$ cat src/hdl/ndf_ram.sv
// ----------------------------------------------------------------------------
// ndf_ram - generic single-write, single-read RAM
// One write port, one read port with registered read data.
// ----------------------------------------------------------------------------
module ndf_ram #(
   parameter int WIDTH = 8,
   parameter int DEPTH = 256
) (
   input  logic                     clock,
   input  logic                     wr_en,
   input  logic [$clog2(DEPTH)-1:0] wr_addr,
   input  logic [WIDTH-1:0]         wr_data,
   input  logic [$clog2(DEPTH)-1:0] rd_addr,
   output logic [WIDTH-1:0]         rd_data
);

   logic [WIDTH-1:0] mem_ff [DEPTH];
   logic [WIDTH-1:0] rd_data_ff;

   always_ff @(posedge clock) begin
      if (wr_en) begin
         mem_ff[wr_addr] <= wr_data;
      end
      rd_data_ff <= mem_ff[rd_addr];
   end

   assign rd_data = rd_data_ff;

endmodule

$ cat config.mk
export PLATFORM = sky130hd
export DESIGN_NAME = ndf_ram
export DESIGN_NICKNAME = d
export VERILOG_FILES = /design/src/hdl/ndf_ram.sv
export SDC_FILE = /design/constraint.sdc
export NUM_CORES = 2
export LEC_CHECK = 0
export BUFFER_PORTS_ARGS = -buffer_cell sky130_fd_sc_hd__buf_2
export CAP_MARGIN = 20
export CORE_AREA = 2 2 402 803
export DETAILED_ROUTE_END_ITERATION = 10
export DIE_AREA = 0 0 404 805
export HOLD_SLACK_MARGIN = 0.05
export PLACE_DENSITY = 0.39
export SLEW_MARGIN = 15
export SYNTH_ARGS = -nofsm -noshare
export SYNTH_HDL_FRONTEND = slang
export SYNTH_SLANG_ARGS = --single-unit
$ cat constraint.sdc
create_clock -name clock -period 3.4 [get_ports clock]
set_clock_uncertainty 0.1 [all_clocks]
set_input_delay 0.85 -clock clock [delete_from_list [all_inputs] [get_ports clock]]
set_output_delay 0.85 -clock clock [all_outputs]
set_load 0.03 [all_outputs]
== After elaboration in Yosys (flattened, before gate mapping) ==
Memory sizes are Yosys's and may differ from the RTL's. A register that Yosys moved wholly into a read port is not among the register bits.
Index checks and enable logic that the tools add are counted.
W data, S select, Z words.
Storage, ports and cells
  register bits: 0
  memory bits (writable): 2048
  input bits: 26
  output and inout port bits: 8
  logic and storage cells: 3
  memories kept: 1
Operators by class
  mux-type cells: 2
Memories
  mem_ff: words 256, bits a word 8, rd ports 1, clocked after Yosys merged registers in 1, write ports 1, RTL line 17  | logic [WIDTH-1:0] mem_ff [DEPTH];
Operators with widths (count)
  $mux W1: 2

== Depth between registers and ports, before layout ==
  depth in word-level cells: 2
  mapped depth: 11

== Worst setup path after synthesis ==
Ideal clock, no wire load.
  path kind: input to register
  start point: input rd_addr[0]
  end point: register rd_data_ff[2], in the netlist rd_data[2] (read register of mem_ff)
  data arrival time: 2.657 ns
  data required time: 3.169 ns
  path slack: 0.512 ns
  cell stages on the path: 9
  path buffers: 4
  cells stage by stage: buf_6 buf_12 buf_8 buf_2 mux4_2 a22oi_1 a21oi_1 nor4_1 nor4_2
RTL lines
  start, declared: RTL line 13  | input logic [$clog2(DEPTH)-1:0] rd_addr,
  end, declared: RTL line 18  | logic [WIDTH-1:0] rd_data_ff;

==> reports/qor.txt <==
Status: complete, no violations
H-tree lvl count: 4
Die X: 404 um
FF-to-FF Start: mem_ff[84][1]$_DFFE_PP_
Mapped Cells: 3733
Switch share: 0.220
Cells along the critical path: buf_8 -> buf_4 -> buf_12 -> buf_4 -> mux4_2 -> a22oi_1 -> buf_4 -> a31oi_1 -> nor4_2 -> buf_4 -> nor4_1
Hold path startpoint: wr_data[3]
Commonest cells after routing, fill and taps aside: edfxtp_1, buf_4, mux4_2, nor2_1, clkbuf_16
Final hold violations: 0
Critical setup path kind: input pin to flop
Largest net degree at the start of global routing: 106
Final Setup Violations: 0
HPWL Detailed: 156 mm
Initial Util: 0.249
Num CTS Buffers: 213
WL/cell: 27.3 um
Final cycle utilization of the critical path: 0.975
Worst Setup Start Kind: input pin
PwrDens: 564 nW/um^2
Clock transition at path regs: 0.07 ns
1st-iter DRT viols: 3530
Initial antenna violation count: 15
Die Area: 325000 um^2
Internal Power: 42.6 mW
Top FF cell, synth: edfxtp_1
Post-synthesis cell type count: 55
Max Slew Vio Count: 0
Buffers and inverters on the worst path: 6
Rows: 294
CP dominant cell by count: buf_4
Max-cap viol count: 0
Achievable clock frequency: 302 MHz
Vias: 40200
Worst VDD drop: 0.417 mV
Synth top area cells: edfxtp_1, mux4_2, mux2i_1
Cell Area, Synth: 79600 um^2
Combinational power share: 0.058
Worst Tran Pin Value: 0.925 ns
GPL Wtd Cong: 0.765
Biggest area consumer among synthesized cells: edfxtp_1
# port buffers: 33
Leak Pwr: 30.7 nW
Worst endpoint required time: 4.04 ns
Flops & latches, synth: 2056
Element type at the critical path end: flop
Largest stage delay on the critical path: 0.72 ns
Pre-antenna DRT Iters: 6
# nets final: 4461
Post-synth top area share: 0.773
ANT nets after route: 0
Area Overhead vs Synth: 21.7%
CTS Root Cell: clkbuf_16
Longest Clk Path Bufs: 4
CP arrival: 3.96 ns
Worst Slack Setup Final: 0.0849 ns
Worst Setup SP: rd_addr[0]
Post-CTS Repair Setup Buffers: 0
Cell family with most CP delay: buffers and inverters
Seq/Total Area, Yosys: 0.775
First-pass GRT wire length: 335 mm
RSZ-0062 raised after global routing: false
Clock share of power: 0.430
CTS tree: done
Total grt overflow: 0
Crit path max fanout: 26
Clk Latency, worst-skew pair: 0.89 ns
Commonest non-fill, non-tap cell in the layout: edfxtp_1
Final WL: 239 mm
Tot GR Track Use: 0.145
Relative slew slack: 0.384
Worst path slowest cell: nor4_2
Post-synth ARST share: 0
Vias in the first global route: 42200
Worst min path class: input pin to flop
Die Ht: 805 um
Sequential share of power: 0.513
Total chip power: 54.6 mW
Syn Nets: 3759
Core box area: 319000 um^2
Sinks on the clock net: 2056
Post-synth EDFFs: 2048
Switching Power: 12.0 mW
Min Tclk post-route: 3.32 ns
IO Pins: 34
Vias per Instance: 4.59
Layout cell share with drive strength beyond 1: 0.331
Yosys warns: 0
Place WS: -1.25 ns
Flop-to-flop setup slack: 0.59 ns
Avg Inst Size Synth: 21.3 um^2
DRC violations left: 0
==> per-layer routing <==
metal,GRT usage,vias up,share of wire
met1,0.198,21800,0.44
li1,-,17100,-
met5,0,-,0.00016
met2,0.244,989,0.49
met3,0.0201,281,0.047
met4,0.0326,6,0.021
==> per-stage QoR <==
stage / utilization / cell area [um^2] / hold WS (ns) / instances / TNS, ns
after global routing: 0.303 / 96800 / 0.143 / 8747 / 0
final: 0.303 / 96800 / 0.170 / 8754 / 0
after detailed placement: 0.281 / 89900 / 1.01 / 8364 / -7.49
after CTS: 0.303 / 96800 / 0.111 / 8745 / 0
after global placement: 0.281 / 89800 / 1.03 / 8361 / -10.21
after floorplan: - / 79600 / 0.670 / 3733 / 0
==> final timing paths <==
path | end | cells after the start
worst min register to register | rd_data[2]$_DFF_P_ | 6
worst min-delay path | mem_ff[195][3]$_DFFE_PP_ | 1
worst max-delay path | rd_data[3]$_DFF_P_ | 11
worst max register to register | rd_data[1]$_DFF_P_ | 6
==> area by class of cell <==
cell class                      count  area (um^2)
Antenna cell                        9         22.5
Clock buffer                      250         5540
Clock inverter                    131         1320
Fill cell                       30900       222000
Inverter                            2         7.51
Multi-Input combinational cell   1442        16600
Sequential cell                  2056        61700
Tap cell                         4144         5180
Timing Repair Buffer              720         6470
==> power by group through the flow <==
stage | registers [mW] | logic [mW] | clock network, mW
final | 28.0 | 3.15 | 23.5
after floorplan | 28.5 | 1.36 | 0
after global routing | 28.0 | 3.36 | 25.0
after detailed placement | 28.5 | 3.23 | 0
after global placement | 28.5 | 3.20 | 0
after CTS | 28.0 | 3.25 | 24.1
==> timing repair <==
| action | CTS | global route |
|---|---|---|
| hold buffers | 0 | 0 |
| endpoints found under the setup margin | 3 | 4 |
| gates resized for setup | 7 | 5 |
==> logic make-up (layout without fill, tap and decap cells) <==
logic type             after synthesis  in the layout  synth area share
AO/OA/AOI/OAI                      385            385            0.0342
buffers and inverters              235           1103            0.0183
flip-flops                        2056           2056             0.775
other                                0              9                 0
AND/OR/NAND/NOR                    466            466            0.0263
multiplexers                       591            591             0.146
==> cells in the mapped netlist, types with 13 or more instances <==
library cell and n:
a22oi_1 133, nor4_1 24, nand3_1 34, edfxtp_1 2048, nand2_1 33, buf_4 27, buf_8 13, a211oi_1 16
buf_2 31, nor3_1 22, mux4_2 454, mux2i_1 134, nor2b_1 31, buf_1 22, nor2_1 282, clkbuf_1 111
o221ai_1 46, a21oi_1 96, buf_6 21, a221oi_1 13, o22ai_1 28
==> registers in the layout (all words and copies together), names as in the netlist <==
register,count
rd_data,8
mem_ff,2048
(Power assumes the default switching activity.)
