File: src/hdl/ndf_pkg.sv
// ----------------------------------------------------------------------------
// ndf_pkg - shared types and constants of the navigation frame deframer
// Header bytes, field layout table, channel payloads and state encodings.
// ----------------------------------------------------------------------------
package ndf_pkg;

   localparam logic [7:0] HDR0_BYTE = 8'h23;
   localparam logic [7:0] HDR1_BYTE = 8'h5A;
   localparam logic [7:0] HDR2_BYTE = 8'h48;
   localparam logic [7:0] HDR_XOR   = HDR0_BYTE ^ HDR1_BYTE ^ HDR2_BYTE;

   // header bytes are never read back, the first stored byte follows them
   localparam int HDR_BYTES = 3;

   localparam int NUM_FIELDS = 25;
   localparam logic [4:0] LAST_FIELD_INDEX = 5'(NUM_FIELDS - 1);

   // frame offset of each field; the fields lie back to back
   localparam logic [6:0] FIELD_OFFSET [NUM_FIELDS] = '{
      7'd5,  7'd6,  7'd7,  7'd15, 7'd23, 7'd27, 7'd31, 7'd35, 7'd39,
      7'd43, 7'd47, 7'd51, 7'd55, 7'd59, 7'd63, 7'd67, 7'd71,
      7'd75, 7'd79, 7'd81, 7'd82, 7'd83, 7'd84, 7'd85, 7'd86
   };

   // byte lane of the last byte of each field (size minus one)
   localparam logic [2:0] FIELD_LAST_LANE [NUM_FIELDS] = '{
      3'd0, 3'd0, 3'd7, 3'd7, 3'd3, 3'd3, 3'd3, 3'd3, 3'd3,
      3'd3, 3'd3, 3'd3, 3'd3, 3'd3, 3'd3, 3'd3, 3'd3,
      3'd3, 3'd1, 3'd0, 3'd0, 3'd0, 3'd0, 3'd0, 3'd0
   };

   typedef struct packed {
      logic [7:0] rx_byte;
   } req_payload_type;

   typedef struct packed {
      logic [4:0]  field_index;
      logic [63:0] field_value;
      logic        checksum_error;
      logic        last_field;
   } rsp_payload_type;

   // finished frame handed from the front part to the back part
   typedef struct packed {
      logic bank;
      logic err;
   } frame_desc_type;

   // back part hands a frame bank back to the front part
   typedef struct packed {
      logic valid;
      logic bank;
   } bank_release_type;

   typedef enum logic [1:0] {
      FR_HUNT0,
      FR_HUNT1,
      FR_HUNT2,
      FR_COLLECT
   } front_state_type;

   typedef enum logic {
      BK_IDLE,
      BK_STREAM
   } back_state_type;

endpackage

File: src/hdl/ndf_fifo.sv
// ----------------------------------------------------------------------------
// ndf_fifo - two-entry frame descriptor queue
// Decouples frame collection from field readout.
// ----------------------------------------------------------------------------
module ndf_fifo import ndf_pkg::*; (
   input  logic           clock,
   input  logic           reset,
   input  logic           push_en,
   input  frame_desc_type push_desc,
   input  logic           pop_en,
   output frame_desc_type head,
   output logic           full,
   output logic           empty
);

   frame_desc_type entry_ff [2];
   logic           wr_ptr_ff, wr_ptr_in;
   logic           rd_ptr_ff, rd_ptr_in;
   logic [1:0]     count_ff, count_in;
   logic           do_push;
   logic           do_pop;

   assign full    = (count_ff == 2'd2);
   assign empty   = (count_ff == 2'd0);
   assign head    = entry_ff[rd_ptr_ff];
   assign do_push = push_en && !full;
   assign do_pop  = pop_en && !empty;

   always_comb begin
      wr_ptr_in = do_push ? !wr_ptr_ff : wr_ptr_ff;
      rd_ptr_in = do_pop ? !rd_ptr_ff : rd_ptr_ff;
      count_in  = count_ff;
      if (do_push && !do_pop) begin
         count_in = count_ff + 2'd1;
      end else if (do_pop && !do_push) begin
         count_in = count_ff - 2'd1;
      end
   end

   always_ff @(posedge clock) begin
      if (reset) begin
         wr_ptr_ff <= 1'b0;
         rd_ptr_ff <= 1'b0;
         count_ff  <= 2'd0;
      end else begin
         wr_ptr_ff <= wr_ptr_in;
         rd_ptr_ff <= rd_ptr_in;
         count_ff  <= count_in;
      end
      if (do_push) begin
         entry_ff[wr_ptr_ff] <= push_desc;
      end
   end

endmodule

File: config.mk
export PLATFORM = sky130hd
export DESIGN_NAME = ndf_fifo
export DESIGN_NICKNAME = d
export VERILOG_FILES = /design/src/hdl/ndf_pkg.sv /design/src/hdl/ndf_fifo.sv
export SDC_FILE = /design/constraint.sdc
export NUM_CORES = 1
export LEC_CHECK = 0
export ABC_AREA = 0
export BUFFER_PORTS_ARGS = -buffer_cell sky130_fd_sc_hd__buf_4
export CORE_AREA = 2 2 39 41
export DETAILED_ROUTE_END_ITERATION = 10
export DIE_AREA = 0 0 41 43
export PLACE_DENSITY_LB_ADDON = 0.25
export SYNTH_ARGS = -nofsm -noshare
export SYNTH_HDL_FRONTEND = slang
export SYNTH_SLANG_ARGS = --single-unit
File: constraint.sdc
create_clock -name clock -period 4.7 [get_ports clock]
set_clock_uncertainty 0.2 [all_clocks]
set_input_delay 1.175 -clock clock [delete_from_list [all_inputs] [get_ports clock]]
set_output_delay 1.175 -clock clock [all_outputs]
set_load 0.02 [all_outputs]
# [Word level (Yosys, flattened, before mapping)]
# Memories as Yosys holds them, arrays and structs flattened. A register that Yosys moved wholly into a read port is not among the register bits.
# Cells that the tools add are included.
[classes] n_eq_ne=1 addsub=2 n_reduce_logical=12 n_mux=6
[ops] cell="$logic_not 1->1" count=6
[ops] cell="$logic_and 1x1->1" count=4
[ops] cell="$mux 1" count=4
[ops] cell="$mux 2" count=2
[ops] cell="$add 2x1->2 const B" count=1
[ops] cell="$eq 2x2->1 const B" count=1
[ops] cell="$logic_not 2->1" count=1
[ops] cell="$reduce_bool 2->1" count=1
[ops] cell="$sub 2x1->2 const B" count=1
[word_totals] out_inout_bits=4 wordCells=25 memories=1 ff_bits=4 inputBits=6 ramBits=4
[mem_list] memory="entry_ff" words=2 word_bits=2 rd=1 rd_ports_with_merged_regs=1 wr=1 line="ndf_fifo.sv:16" rtl="frame_desc_type entry_ff [2];"

# [Depth between registers and ports, before layout]
[depth] ltp_word=7 depth_mapped=6 depth_no_buf=6

# [Worst setup path before layout]
# No wires, ideal clock.
[synth_path] path_type="input to register" startpoint="input pop_en" endpoint="register count_ff[1]" stages=4 n_path_buf=0 t_arrival_ps=2105 required_ps=4430 setup_ps=70 slack_ps=2325 cell_sequence="o21ai_0 ha_1 or3_1 a21oi_1"
[synth_between] elab_chain_cells=4 word_cells_on_any_way=6 classes_between="1 x mux; 5 x reduce/logical"
[synth_lines] element="start, declared" line="ndf_fifo.sv:10" rtl="input logic pop_en,"
[synth_lines] element="$logic_and 1x1->1 *" line="ndf_fifo.sv:27" rtl="assign do_pop = pop_en && !empty;"
[synth_lines] element="$logic_not 1->1" line="ndf_fifo.sv:33" rtl="if (do_push && !do_pop) begin"
[synth_lines] element="$logic_and 1x1->1" line="ndf_fifo.sv:33"
[synth_lines] element="$mux 2 or $reduce_bool 2->1 (tied branches)"
[synth_lines] element="end signal, assigned" line="ndf_fifo.sv:48" rtl="count_ff <= count_in;"
[synth_lines] element="end, declared" line="ndf_fifo.sv:19" rtl="logic [1:0] count_ff, count_in;"
# Every way passes the cells marked *; elsewhere a longest branch is shown, timed or not.
# A chain may end at the register's enable or synchronous reset.

==> flow_metrics.env <==
export IMPL_hold_path_class="flop to flop"
export IMPL_netlist_top_cell_by_area="edfxtp_1"
export IMPL_seq_area_frac_synth_pct=61.1
export IMPL_criticalPathCategory="flop to primary output"
export IMPL_clk_insertion_delay_late_ns=0.25
export IMPL_drt_met1_wl_microns=246
export IMPL_maxCapViolations=0
export IMPL_peakVddDrop_uv=205
export IMPL_met2_length_microns=263
export IMPL_drive_gt1_share_pct=34.1
export IMPL_arrival_ns=1.09
export IMPL_die_area_sq_mm=0.00176
export IMPL_initial_utilization_pct=26.0
export IMPL_synth_area_top_cells="edfxtp_1, dfxtp_1, xor2_1"
export IMPL_final_setup_tns_ns=0
export IMPL_cts_sinks=9
export IMPL_wl_microns=535
export IMPL_path_clk_slew_ns=0.06
export IMPL_cts_setup_buffers=0
export IMPL_crit_fanout=2
export IMPL_power_leakage_nw=0.204
export IMPL_grt_pass1_wl_microns=917
export IMPL_grt_max_degree=6
export IMPL_clockBufferDepth=2
export IMPL_die_h_microns=43
export IMPL_antenna_cells=0
export IMPL_final_nets=52
export IMPL_syn_inst=31
export IMPL_first_global_vias=244
export IMPL_vias=250
export IMPL_coreArea_sq_mm=0.00138
export IMPL_drtAntennaViolNets=0
export IMPL_ios=10
export IMPL_finalWorstPathRequiredPeriod_ns=2.46
export IMPL_required_ns=3.32
export IMPL_fmax_mhz=406
export IMPL_worstSetupEndpointType="primary output"
export IMPL_cts_buffers=3
export IMPL_worst_setup_path_start_kind="flop"
export IMPL_p_total_w=0.000286
export IMPL_instances_no_fill=60
export IMPL_worst_slew_pin_slew_ns=0.307
export IMPL_die_w_microns=41
export IMPL_synth_net_count=38
export IMPL_yosysUniqueCellTypes=12
export IMPL_area_growth_pct=31.6
export IMPL_io_buffers=9
export IMPL_dp_cells=56
export IMPL_htree_levels=1
export IMPL_drc=0
export IMPL_routed_top_layer="met3"
export IMPL_cellPowerDensity_mw_per_mm2=603
export IMPL_overflow=0
export IMPL_status="finished clean"
export IMPL_wl_per_cell_microns=8.92
export IMPL_ys_warn_count=0
export IMPL_setup_viol=0
export IMPL_track_usage_pct=7.80
export IMPL_slew_headroom_pct=79.3
export IMPL_grt_setup_unrepaired="no"
export IMPL_drt_iter0_drc=1
export IMPL_first_pass_iters=2
export IMPL_period_share_pct=52.4
export IMPL_hold_buffers=0
export IMPL_gp_congestion=0.707
export IMPL_netlist_area_sq_um=360
export IMPL_synth_seq_cells=9
export IMPL_hold_viol_final=0
export IMPL_cts_root_buffer="clkbuf_4"
export IMPL_antenna_found_initial=0
export IMPL_yosysTopAreaCellShare_pct=33.3
export IMPL_met3_length_microns=25
export IMPL_vias_per_cell=4.17
export IMPL_drv_slew=0
export IMPL_row_count=14
export IMPL_cts_tree="built"
export IMPL_avgSynthCellArea_sq_um=11.6
export IMPL_cts_resized=0
## layout by cell type (no fill, tap or decap), drive strengths merged
cell type	n
buf	9
nor2	5
dfxtp	5
edfxtp	4
clkbuf	4
o21ai	3
xor2	3
mux2	2
inv	2
or3	2
a21oi	2
nor2b	1
and2	1
ha	1
## layer usage
layer  up-vias  GRT usage, %
met5         -             0
met4         0          5.33
met3         0          3.14
met2         5          10.9
met1       115          9.27
li1        130             -
## final timing paths
check / start / end / slack (ns) / cells after the start
max: flop / head[1] / 2.24 / 2
min: wr_ptr_ff / wr_ptr_ff / 0.28 / 2
max reg2reg: count_ff[1] / count_ff[1] / 2.91 / 5
min reg2reg: wr_ptr_ff / wr_ptr_ff / 0.28 / 2
## Yosys cell counts
library cell,instances
nor2_1,5
a21oi_1,2
dfxtp_1,5
nor2b_2,1
inv_1,2
or3_1,2
ha_1,1
o21ai_0,3
and2_1,1
mux2_2,2
edfxtp_1,4
xor2_1,3
## critical path: stages (launching register included)
cell     delay (ns)
dfxtp_1        0.35
mux2_2         0.33
buf_4          0.15
## stage by stage
step	area (sq um)	util (%)	setup slack, ns	hold WS (ns)
floorplan	360	-	2.33	0.252
global placement	448	32.4	2.21	0.267
detailed placement	448	32.4	2.15	0.283
CTS	474	34.3	2.22	0.291
global route	474	34.3	2.20	0.345
finish	474	34.3	2.24	0.284
## area by class of cell
| type | count | area [sq um] |
|---|---|---|
| flip-flops and latches | 9 | 220 |
| well taps | 16 | 20.0 |
| repair buffers | 9 | 67.6 |
| fillers | 131 | 910 |
| clock buffers | 4 | 26.3 |
| multi-input cells | 20 | 133 |
| inverters | 2 | 7.51 |
## cell families (layout without fill, tap and decap cells)
group,Yosys count,count (layout),synth area share [%]
AOI/OAI and AO/OA,5,5,6.94
xor gates and xnor gates,3,3,7.29
adders and majority gates,1,1,3.47
buffers and inverters,2,15,2.08
DFF,9,9,61.1
muxes,2,2,6.25
and+or+nand+nor,9,9,12.8
## where the power goes
group          leakage (nW)  switching [W]  internal, W
registers            0.0787      0.0000144     0.000103
logic                 0.111      0.0000587    0.0000526
clock network        0.0150      0.0000246    0.0000326
Power figures use the tool's default switching activity.
