[src/hdl/ndf_pkg.sv]
// ----------------------------------------------------------------------------
// ndf_pkg - shared types and constants of the navigation frame deframer
// Header bytes, field layout table, channel payloads and state encodings.
// ----------------------------------------------------------------------------
package ndf_pkg;

   localparam logic [7:0] HDR0_BYTE = 8'h23;
   localparam logic [7:0] HDR1_BYTE = 8'h5A;
   localparam logic [7:0] HDR2_BYTE = 8'h48;
   localparam logic [7:0] HDR_XOR   = HDR0_BYTE ^ HDR1_BYTE ^ HDR2_BYTE;

   // header bytes are never read back, the first stored byte follows them
   localparam int HDR_BYTES = 3;

   localparam int NUM_FIELDS = 25;
   localparam logic [4:0] LAST_FIELD_INDEX = 5'(NUM_FIELDS - 1);

   // frame offset of each field; the fields lie back to back
   localparam logic [6:0] FIELD_OFFSET [NUM_FIELDS] = '{
      7'd5,  7'd6,  7'd7,  7'd15, 7'd23, 7'd27, 7'd31, 7'd35, 7'd39,
      7'd43, 7'd47, 7'd51, 7'd55, 7'd59, 7'd63, 7'd67, 7'd71,
      7'd75, 7'd79, 7'd81, 7'd82, 7'd83, 7'd84, 7'd85, 7'd86
   };

   // byte lane of the last byte of each field (size minus one)
   localparam logic [2:0] FIELD_LAST_LANE [NUM_FIELDS] = '{
      3'd0, 3'd0, 3'd7, 3'd7, 3'd3, 3'd3, 3'd3, 3'd3, 3'd3,
      3'd3, 3'd3, 3'd3, 3'd3, 3'd3, 3'd3, 3'd3, 3'd3,
      3'd3, 3'd1, 3'd0, 3'd0, 3'd0, 3'd0, 3'd0, 3'd0
   };

   typedef struct packed {
      logic [7:0] rx_byte;
   } req_payload_type;

   typedef struct packed {
      logic [4:0]  field_index;
      logic [63:0] field_value;
      logic        checksum_error;
      logic        last_field;
   } rsp_payload_type;

   // finished frame handed from the front part to the back part
   typedef struct packed {
      logic bank;
      logic err;
   } frame_desc_type;

   // back part hands a frame bank back to the front part
   typedef struct packed {
      logic valid;
      logic bank;
   } bank_release_type;

   typedef enum logic [1:0] {
      FR_HUNT0,
      FR_HUNT1,
      FR_HUNT2,
      FR_COLLECT
   } front_state_type;

   typedef enum logic {
      BK_IDLE,
      BK_STREAM
   } back_state_type;

endpackage

[src/hdl/ndf_stream_if.sv]
// ----------------------------------------------------------------------------
// ndf_stream_if - valid/ready channel
// Carries one payload item per handshake; the payload type is a parameter.
// ----------------------------------------------------------------------------
interface ndf_stream_if #(
   parameter type payload_type = logic
);

   logic        valid;
   logic        ready;
   payload_type data;

   modport source (
      output valid,
      output data,
      input  ready
   );

   modport sink (
      input  valid,
      input  data,
      output ready
   );

endinterface

[src/hdl/ndf_back.sv]
// ----------------------------------------------------------------------------
// ndf_back - field readout
// Streams a good frame's field bytes from its bank, when unstalled one byte a
// cycle, assembles each little-endian field and drives the result channel.
// ----------------------------------------------------------------------------
module ndf_back import ndf_pkg::*; #(
   parameter int FRAME_BYTES = 90
) (
   input  logic                          clock,
   input  logic                          reset,
   input  logic                          q_empty,
   input  frame_desc_type                q_head,
   output logic                          q_pop,
   output logic [$clog2(FRAME_BYTES):0]  rd_addr,
   input  logic [7:0]                    rd_data,
   output bank_release_type              rel,
   ndf_stream_if.source                  rsp_if
);

   localparam int AW = $clog2(FRAME_BYTES);

   back_state_type  state_ff, state_in;
   logic            bank_ff, bank_in;
   logic [4:0]      k_ff, k_in;
   logic [2:0]      lane_ff, lane_in;
   logic            rd_v_ff, rd_v_in;
   logic [4:0]      cap_k_ff, cap_k_in;
   logic [2:0]      cap_lane_ff, cap_lane_in;
   logic            cap_last_ff, cap_last_in;
   logic [63:0]     acc_ff, acc_in;
   logic            done_v_ff, done_v_in;
   rsp_payload_type done_ff, done_in;
   logic            out_v_ff, out_v_in;
   rsp_payload_type out_ff, out_in;

   logic        out_take;
   logic        move;
   logic        room;
   logic        slot_claimed;
   logic        step;
   logic        issue;
   logic        byte_last;
   logic        load_err;
   logic [63:0] cap_val;

   assign out_take     = !out_v_ff || rsp_if.ready;
   assign move         = done_v_ff && out_take;
   assign room         = !done_v_ff || out_take;
   assign byte_last    = (lane_ff == FIELD_LAST_LANE[k_ff]);
   assign slot_claimed = rd_v_ff && cap_last_ff;
   // hold a field's last byte back while the previous field still lands
   assign step         = room && !(byte_last && slot_claimed);
   assign cap_val   = (cap_lane_ff == 3'd0) ? 64'(rd_data)
                                            : (acc_ff | (64'(rd_data) << {cap_lane_ff, 3'b000}));

   assign rsp_if.valid = out_v_ff;
   assign rsp_if.data  = out_ff;

   always_comb begin
      state_in = state_ff;
      case (state_ff)
         BK_IDLE: begin
            if (!q_empty && !q_head.err) state_in = BK_STREAM;
         end
         BK_STREAM: begin
            if (step && byte_last && (k_ff == LAST_FIELD_INDEX)) state_in = BK_IDLE;
         end
         default: state_in = BK_IDLE;
      endcase
   end

   always_comb begin
      issue    = 1'b0;
      load_err = 1'b0;
      q_pop    = 1'b0;
      rel      = '{valid: 1'b0, bank: bank_ff};
      bank_in  = bank_ff;
      k_in     = k_ff;
      lane_in  = lane_ff;
      rd_addr  = {bank_ff, AW'(FIELD_OFFSET[k_ff]) + AW'(lane_ff)};

      case (state_ff)
         BK_IDLE: begin
            if (!q_empty) begin
               if (q_head.err) begin
                  // wait until the last field of the previous frame has landed
                  load_err = room && !rd_v_ff;
                  q_pop    = load_err;
               end else begin
                  q_pop   = 1'b1;
                  bank_in = q_head.bank;
                  k_in    = 5'd0;
                  lane_in = 3'd0;
               end
            end
         end
         BK_STREAM: begin
            issue = step;
            if (step) begin
               if (byte_last) begin
                  k_in    = k_ff + 5'd1;
                  lane_in = 3'd0;
                  rel     = '{valid: (k_ff == LAST_FIELD_INDEX), bank: bank_ff};
               end else begin
                  lane_in = lane_ff + 3'd1;
               end
            end
         end
         default: begin
         end
      endcase
   end

   always_comb begin
      rd_v_in     = issue;
      cap_k_in    = k_ff;
      cap_lane_in = lane_ff;
      cap_last_in = byte_last;
      acc_in      = rd_v_ff ? cap_val : acc_ff;

      done_in   = done_ff;
      done_v_in = move ? 1'b0 : done_v_ff;
      if (rd_v_ff && cap_last_ff) begin
         done_in   = '{field_index: cap_k_ff, field_value: cap_val,
                       checksum_error: 1'b0,
                       last_field: (cap_k_ff == LAST_FIELD_INDEX)};
         done_v_in = 1'b1;
      end else if (load_err) begin
         done_in   = '{field_index: 5'd0, field_value: 64'd0,
                       checksum_error: 1'b1, last_field: 1'b1};
         done_v_in = 1'b1;
      end

      out_in   = move ? done_ff : out_ff;
      out_v_in = move ? 1'b1 : (rsp_if.ready ? 1'b0 : out_v_ff);
   end

   always_ff @(posedge clock) begin
      if (reset) begin
         state_ff  <= BK_IDLE;
         rd_v_ff   <= 1'b0;
         done_v_ff <= 1'b0;
         out_v_ff  <= 1'b0;
      end else begin
         state_ff  <= state_in;
         rd_v_ff   <= rd_v_in;
         done_v_ff <= done_v_in;
         out_v_ff  <= out_v_in;
      end
      bank_ff     <= bank_in;
      k_ff        <= k_in;
      lane_ff     <= lane_in;
      cap_k_ff    <= cap_k_in;
      cap_lane_ff <= cap_lane_in;
      cap_last_ff <= cap_last_in;
      acc_ff      <= acc_in;
      done_ff     <= done_in;
      out_ff      <= out_in;
   end

endmodule

[src/flat_wrapper.sv]
// flat-port wrapper written by rule: the top's interface ports become plain ports
module ndf_back_flat import ndf_pkg::*;
#(
   parameter int FRAME_BYTES = 90
)
  (clock, reset, q_empty, q_head, q_pop, rd_addr, rd_data, rel, rsp_if_valid, rsp_if_data, rsp_if_ready);
  ndf_stream_if rsp_if_i ();
  input  logic clock;
  input  logic reset;
  input  logic q_empty;
  input  frame_desc_type q_head;
  output logic q_pop;
  output logic [$clog2(FRAME_BYTES):0] rd_addr;
  input  logic [7:0] rd_data;
  output bank_release_type rel;
  output wire logic [$bits(rsp_if_i.valid)-1:0] rsp_if_valid;
  output wire logic [$bits(rsp_if_i.data)-1:0] rsp_if_data;
  input wire logic [$bits(rsp_if_i.ready)-1:0] rsp_if_ready;
  assign rsp_if_valid = rsp_if_i.valid;
  assign rsp_if_data = rsp_if_i.data;
  assign rsp_if_i.ready = rsp_if_ready;
  ndf_back #(.FRAME_BYTES(FRAME_BYTES)) u_core (.clock(clock), .reset(reset), .q_empty(q_empty), .q_head(q_head), .q_pop(q_pop), .rd_addr(rd_addr), .rd_data(rd_data), .rel(rel), .rsp_if(rsp_if_i));
endmodule
[config.mk]
export PLATFORM = sky130hd
export DESIGN_NAME = ndf_back_flat
export DESIGN_NICKNAME = d
export VERILOG_FILES = /design/src/hdl/ndf_pkg.sv /design/src/hdl/ndf_stream_if.sv /design/src/hdl/ndf_back.sv /design/src/flat_wrapper.sv
export SDC_FILE = /design/constraint.sdc
export NUM_CORES = 1
export LEC_CHECK = 0
export BUFFER_PORTS_ARGS = -buffer_cell sky130_fd_sc_hd__buf_2
export CAP_MARGIN = 10
export CORE_MARGIN = 2
export CORE_UTILIZATION = 55
export DETAILED_ROUTE_END_ITERATION = 8
export GPL_TIMING_DRIVEN = 0
export PLACE_DENSITY = 0.86
export SLEW_MARGIN = 10
export SYNTH_ARGS = -nofsm -noshare
export SYNTH_HDL_FRONTEND = slang
export SYNTH_SLANG_ARGS = --single-unit
[constraint.sdc]
create_clock -name clock -period 3.5 [get_ports clock]
set_input_delay 0.525 -clock clock [delete_from_list [all_inputs] [get_ports clock]]
set_output_delay 0.525 -clock clock [all_outputs]
set_load 0.05 [all_outputs]
# Word-level counts from Yosys, hierarchy flattened
# Memory sizes are Yosys's and may differ from the RTL's.
# Index checks and enable logic that the tools add are counted.
# totals
register_bits	21
latchBits	0
mem_bits_rw	0
mem_bits_ro	320
in_bits	14
n_memories	2
# mem_list
name	depth	word_bits	rd	rd_clocked_by_memory_dff	wr	line_no	source
(name not given)	32	7	1	0	0	ndf_back.sv:80	rd_addr = {bank_ff, AW'(FIELD_OFFSET[k_ff]) + AW'(lane_ff)};
(name not given)	32	3	1	0	0	ndf_back.sv:49	assign byte_last = (lane_ff == FIELD_LAST_LANE[k_ff]);
# op_classes
n_addsub	3
n_mul	0
div	0
magnitude_cmp	1
eq_ne	7
shift	0
muxes	33
n_bitwise	4
n_reduce_logical	23
# op_table
cell	n
$mux W5	4
$mux W3	6
$mux W1	15
$mux W7	2
$eq A5 B5 Y1 const B	2
$pmux W5 S2	1
$logic_and A1 B1 Y1	8
$ne A2 B2 Y1 const B	4
$add A7 B3 Y7	1
$ge A6 B6 Y1 const B	1
$logic_not A1 Y1	6
$mux W2	3
$not A5 Y6	1
$pmux W3 S2	1
$reduce_and A3 Y1	2
$add A5 B1 Y5 const B	1
$reduce_and A4 Y1	1
$reduce_bool A2 Y1	2
$add A3 B1 Y3 const B	1
$eq A3 B3 Y1	1
$not A1 Y1	3
$reduce_bool A3 Y1	1
$logic_or A1 B1 Y1	2
$pmux W1 S2	1
$reduce_or A2 Y1	1

# Longest topological paths before layout
# depth
depth_word	12
depth_mapped	11
depth_no_buf	10

# Worst setup path before layout
# No wires, ideal clock.
# synth_path
kind	register to output
from	register u_core.k_ff[1] (netlist: u_core.cap_k_in[1])
to	output port rd_addr[5]
t_arrival_ns	2.759
required_ns	2.975
slack_ns	0.216
path_stages_with_launch	11
path_buffers	0
cell_sequence	edfxtp_1 -> ha_1 -> inv_1 -> o21ai_0 -> a22oi_1 -> or2_2 -> ha_1 -> a21o_1 -> a21oi_1 -> nor3_1 -> xor2_1
# synth_via
elab_chain_cells	5
# synth_lines
item	line_no	source
from (decl)	ndf_back.sv:24	logic [4:0] k_ff, k_in;
from (signal assigned)	ndf_back.sv:151	k_ff <= k_in;
$not A5 Y6 (not written as such)	ndf_back.sv:80	
$mem_v2 Z32 W7	--	
$mux W7 (not written as such) (2 in series)	ndf_back.sv:80	
$add A7 B3 Y7	ndf_back.sv:80	
to (decl)	flat_wrapper.sv:13	output logic [$clog2(FRAME_BYTES):0] rd_addr;
# Every way passes these cells. The select of a mux whose other input is x is not followed.

# Worst setup path in the final report
# layout_path
from	register u_core.k_ff[0] (netlist: u_core.cap_k_in[0])
to	output port rd_addr[6]
# The elaborated chain is that of the path after synthesis.

==> impl_metrics.env <==
export IMPL_status="finished, final reports clean"
export IMPL_grt_max_degree=13
export IMPL_worst_clock_skew_ns=0.00186
export IMPL_ant_nets=0
export IMPL_clock_latency_ns=0.30
export IMPL_cts_max_level=1
export IMPL_worstMarginPinSlew_ns=0.495
export IMPL_die_w_um=55.3
export IMPL_design_power_total_uw=637
export IMPL_cap_viol_max_count=0
export IMPL_cts_tree="built"
export IMPL_vias=1113
export IMPL_grt_usage_pct=19.2
export IMPL_final_setup_tns_ns=0
export IMPL_drt_met1_wl_um=1170
export IMPL_endpoint_kind="output pin"
export IMPL_critPathTopFamily="buffers and inverters"
export IMPL_setup_viol=0
export IMPL_rows=18
export IMPL_io_pins=27
export IMPL_yosysUniqueCellTypes=45
export IMPL_antenna_cells=0
export IMPL_hold_path_depth=1
export IMPL_p_leak_uw=0.000688
export IMPL_period_share_pct=94.9
export IMPL_crit_arrival_ns=2.80
export IMPL_dieHeight_um=55.3
export IMPL_grt_pass1_wl_um=4830
export IMPL_final_nets=193
export IMPL_period_minus_slack_ns=3.32
export IMPL_slowest_stage="edfxtp_1"
export IMPL_clkSinkCount=21
export IMPL_place_inst=189
export IMPL_routed_top_layer="met4"
export IMPL_ys_seq_area_share_pct=36.6
export IMPL_drive_gt1_share_pct=31.9
export IMPL_clk_pin_slew_worst_paths_ns=0.12
export IMPL_io_buffers=18
export IMPL_grt_pass1_vias=1066
export IMPL_drt_wl_total_um=2760
export IMPL_slew_headroom_pct=66.7
export IMPL_holdWs_ns=0.394
export IMPL_final_cells=196
export IMPL_drcViolationCount=0
export IMPL_fin_util_pct=67.0
export IMPL_die_area_um2=3060
export IMPL_syn_avg_cell_area_um2=10.3
export IMPL_synth_cell_area_um2=1450
export IMPL_path_max_fanout=5
export IMPL_finalHoldViolCount=0
export IMPL_numCtsBuffers=3
export IMPL_cp_depth=12
export IMPL_yosys_warnings=0
export IMPL_synth_ff_type="edfxtp_1"
export IMPL_rsz0062_at_grt="false"
export IMPL_wl_per_cell_um=14.1
export IMPL_viasPerCell=5.68
export IMPL_power_density_nw_per_um2=384
export IMPL_antenna_found_initial=0
export IMPL_clock_path_buffers=2
export IMPL_synth_seq_cells=21
export IMPL_netlist_area_leader_share_pct=22.8
export IMPL_start_kind="register"
export IMPL_initialDrtViolationCount=31
export IMPL_cts_root_buf="clkbuf_4"
export IMPL_grt_overflow=0
export IMPL_dp_hpwl_um=2160
export IMPL_critical_path_class="register to output pin"
export IMPL_achievable_frequency_ghz=0.301
export IMPL_start_util_pct=58.5
export IMPL_worst_ep_required_time_ns=2.97
export IMPL_final_max_slew_violation_count=0
export IMPL_synth_edff_count=11
export IMPL_drt_first_pass_iters=6
export IMPL_vdd_drop_max_mv=0.318
export IMPL_slowest_delay_ns=0.48
export IMPL_yosys_area_top_type="edfxtp_1"
export IMPL_synthTopCellsByArea="edfxtp_1 (23%), dfxtp_1 (14%), ha_1 (9.5%), a21oi_1 (3.8%), buf_6 (3.1%)"
export IMPL_min_path_type="input port to register"
export IMPL_syn_nets=167
export IMPL_core_um2=2480
export IMPL_area_delta_synth_final_pct=14.6
export IMPL_r2r_cells=7
export IMPL_gp_congestion=0.841
export IMPL_crit_chain="buf_4 -> inv_1 -> a21o_1 -> a22oi_2 -> ha_2 -> inv_1 -> fa_2 -> inv_1 -> a21oi_1 -> nor4b_2 -> xnor2_1 -> buf_4"
export IMPL_synth_common_cells="a21oi_1 (11), edfxtp_1 (11), ha_1 (11), dfxtp_1 (10), inv_1 (10)"
export IMPL_cp_num_buf_inv=5
export IMPL_wl_met2_um=1480
export IMPL_syn_inst=141
export IMPL_routed_wl_met3_um=84
export IMPL_crit_top_cell="inv_1"
export IMPL_async_reset_ff_share_pct=0
## path summary, 6_finish.rpt
kind	startpoint	end	slack, ns
min reg2reg	u_core.cap_k_in[4]$_SDFFCE_PN0P_	u_core.cap_k_ff[4]$_DFF_P_	0.41
max	u_core.cap_k_in[0]$_SDFFCE_PN0P_	rd_addr[6]	0.18
min	q_head[1]	u_core.bank_ff$_DFFE_PP_	0.39
max reg2reg	u_core.cap_k_in[0]$_SDFFCE_PN0P_	u_core.cap_lane_in[1]$_SDFFCE_PP0P_	1.22
## metal layers
metal	vias up	track usage (%)
met5	-	0
met3	4	3.75
li1	550	-
met2	25	33.5
met1	534	24.2
met4	0	4.88
## per-stage QoR
stage	setup slack (ns)	area, µm²
final	0.179	1660
after global routing	0.0108	1660
after CTS	0.00537	1610
after detailed placement	0.243	1580
after global placement	0.375	1580
after floorplan	0.216	1450
## where the power goes
group	internal, µW	switching, µW
clock	42.5	72.4
combinational	78.8	155
sequential	276	13.2
total	397	240
## layout make-up
type / instances / area, µm²
Buffer: 7 / 63.8
Clock buffer: 3 / 22.5
Clock inverter: 1 / 5.00
Fill cell: 201 / 817
Inverter: 10 / 37.5
Multi-Input combinational cell: 102 / 838
Sequential cell: 21 / 531
Tap cell: 30 / 37.5
Timing Repair Buffer: 22 / 125
## placed cells by master (no fill, tap or decap), types with 2 or more instances in the layout
master	instances
nand2_1	5
inv_1	10
a22oi_1	2
edfxtp_1	11
nor3_1	4
a21oi_1	10
nand3_1	2
xnor2_1	5
nand4_1	2
clkbuf_4	4
a21o_1	2
buf_4	7
buf_2	16
dfxtp_1	10
nor2_1	8
a311oi_2	2
nand2b_1	6
a211oi_2	2
xor2_1	4
ha_1	9
nor2b_1	5
nor3_2	2
o21ai_0	2
buf_6	4
and2_1	6
## logic make-up after synthesis
group / synth area share (%)
mux: 1.73
xor+xnor: 6.56
compound gates: 17.7
fa+ha+maj: 10.9
flops: 36.6
buf+inv: 7.34
simple gates: 19.2
## timing repair
item	in CTS	in global routing
resized for setup	1	8
hold buffers	0	0
setup endpoints to repair	3	4
pin swaps	0	2
hold endpoints to repair	0	0
setup buffers	1	3
## worst register-to-register path, delay by kind of cell (launching register included)
family / cells / cell delay [ns]
and+or+nand+nor: 1 / 0.07
adders and majority gates: 2 / 0.44
xor gates and xnor gates: 1 / 0.19
DFF: 1 / 0.51
AOI/OAI and AO/OA: 2 / 0.66
buffers and inverters: 1 / 0.10
(Power assumes the default switching activity.)
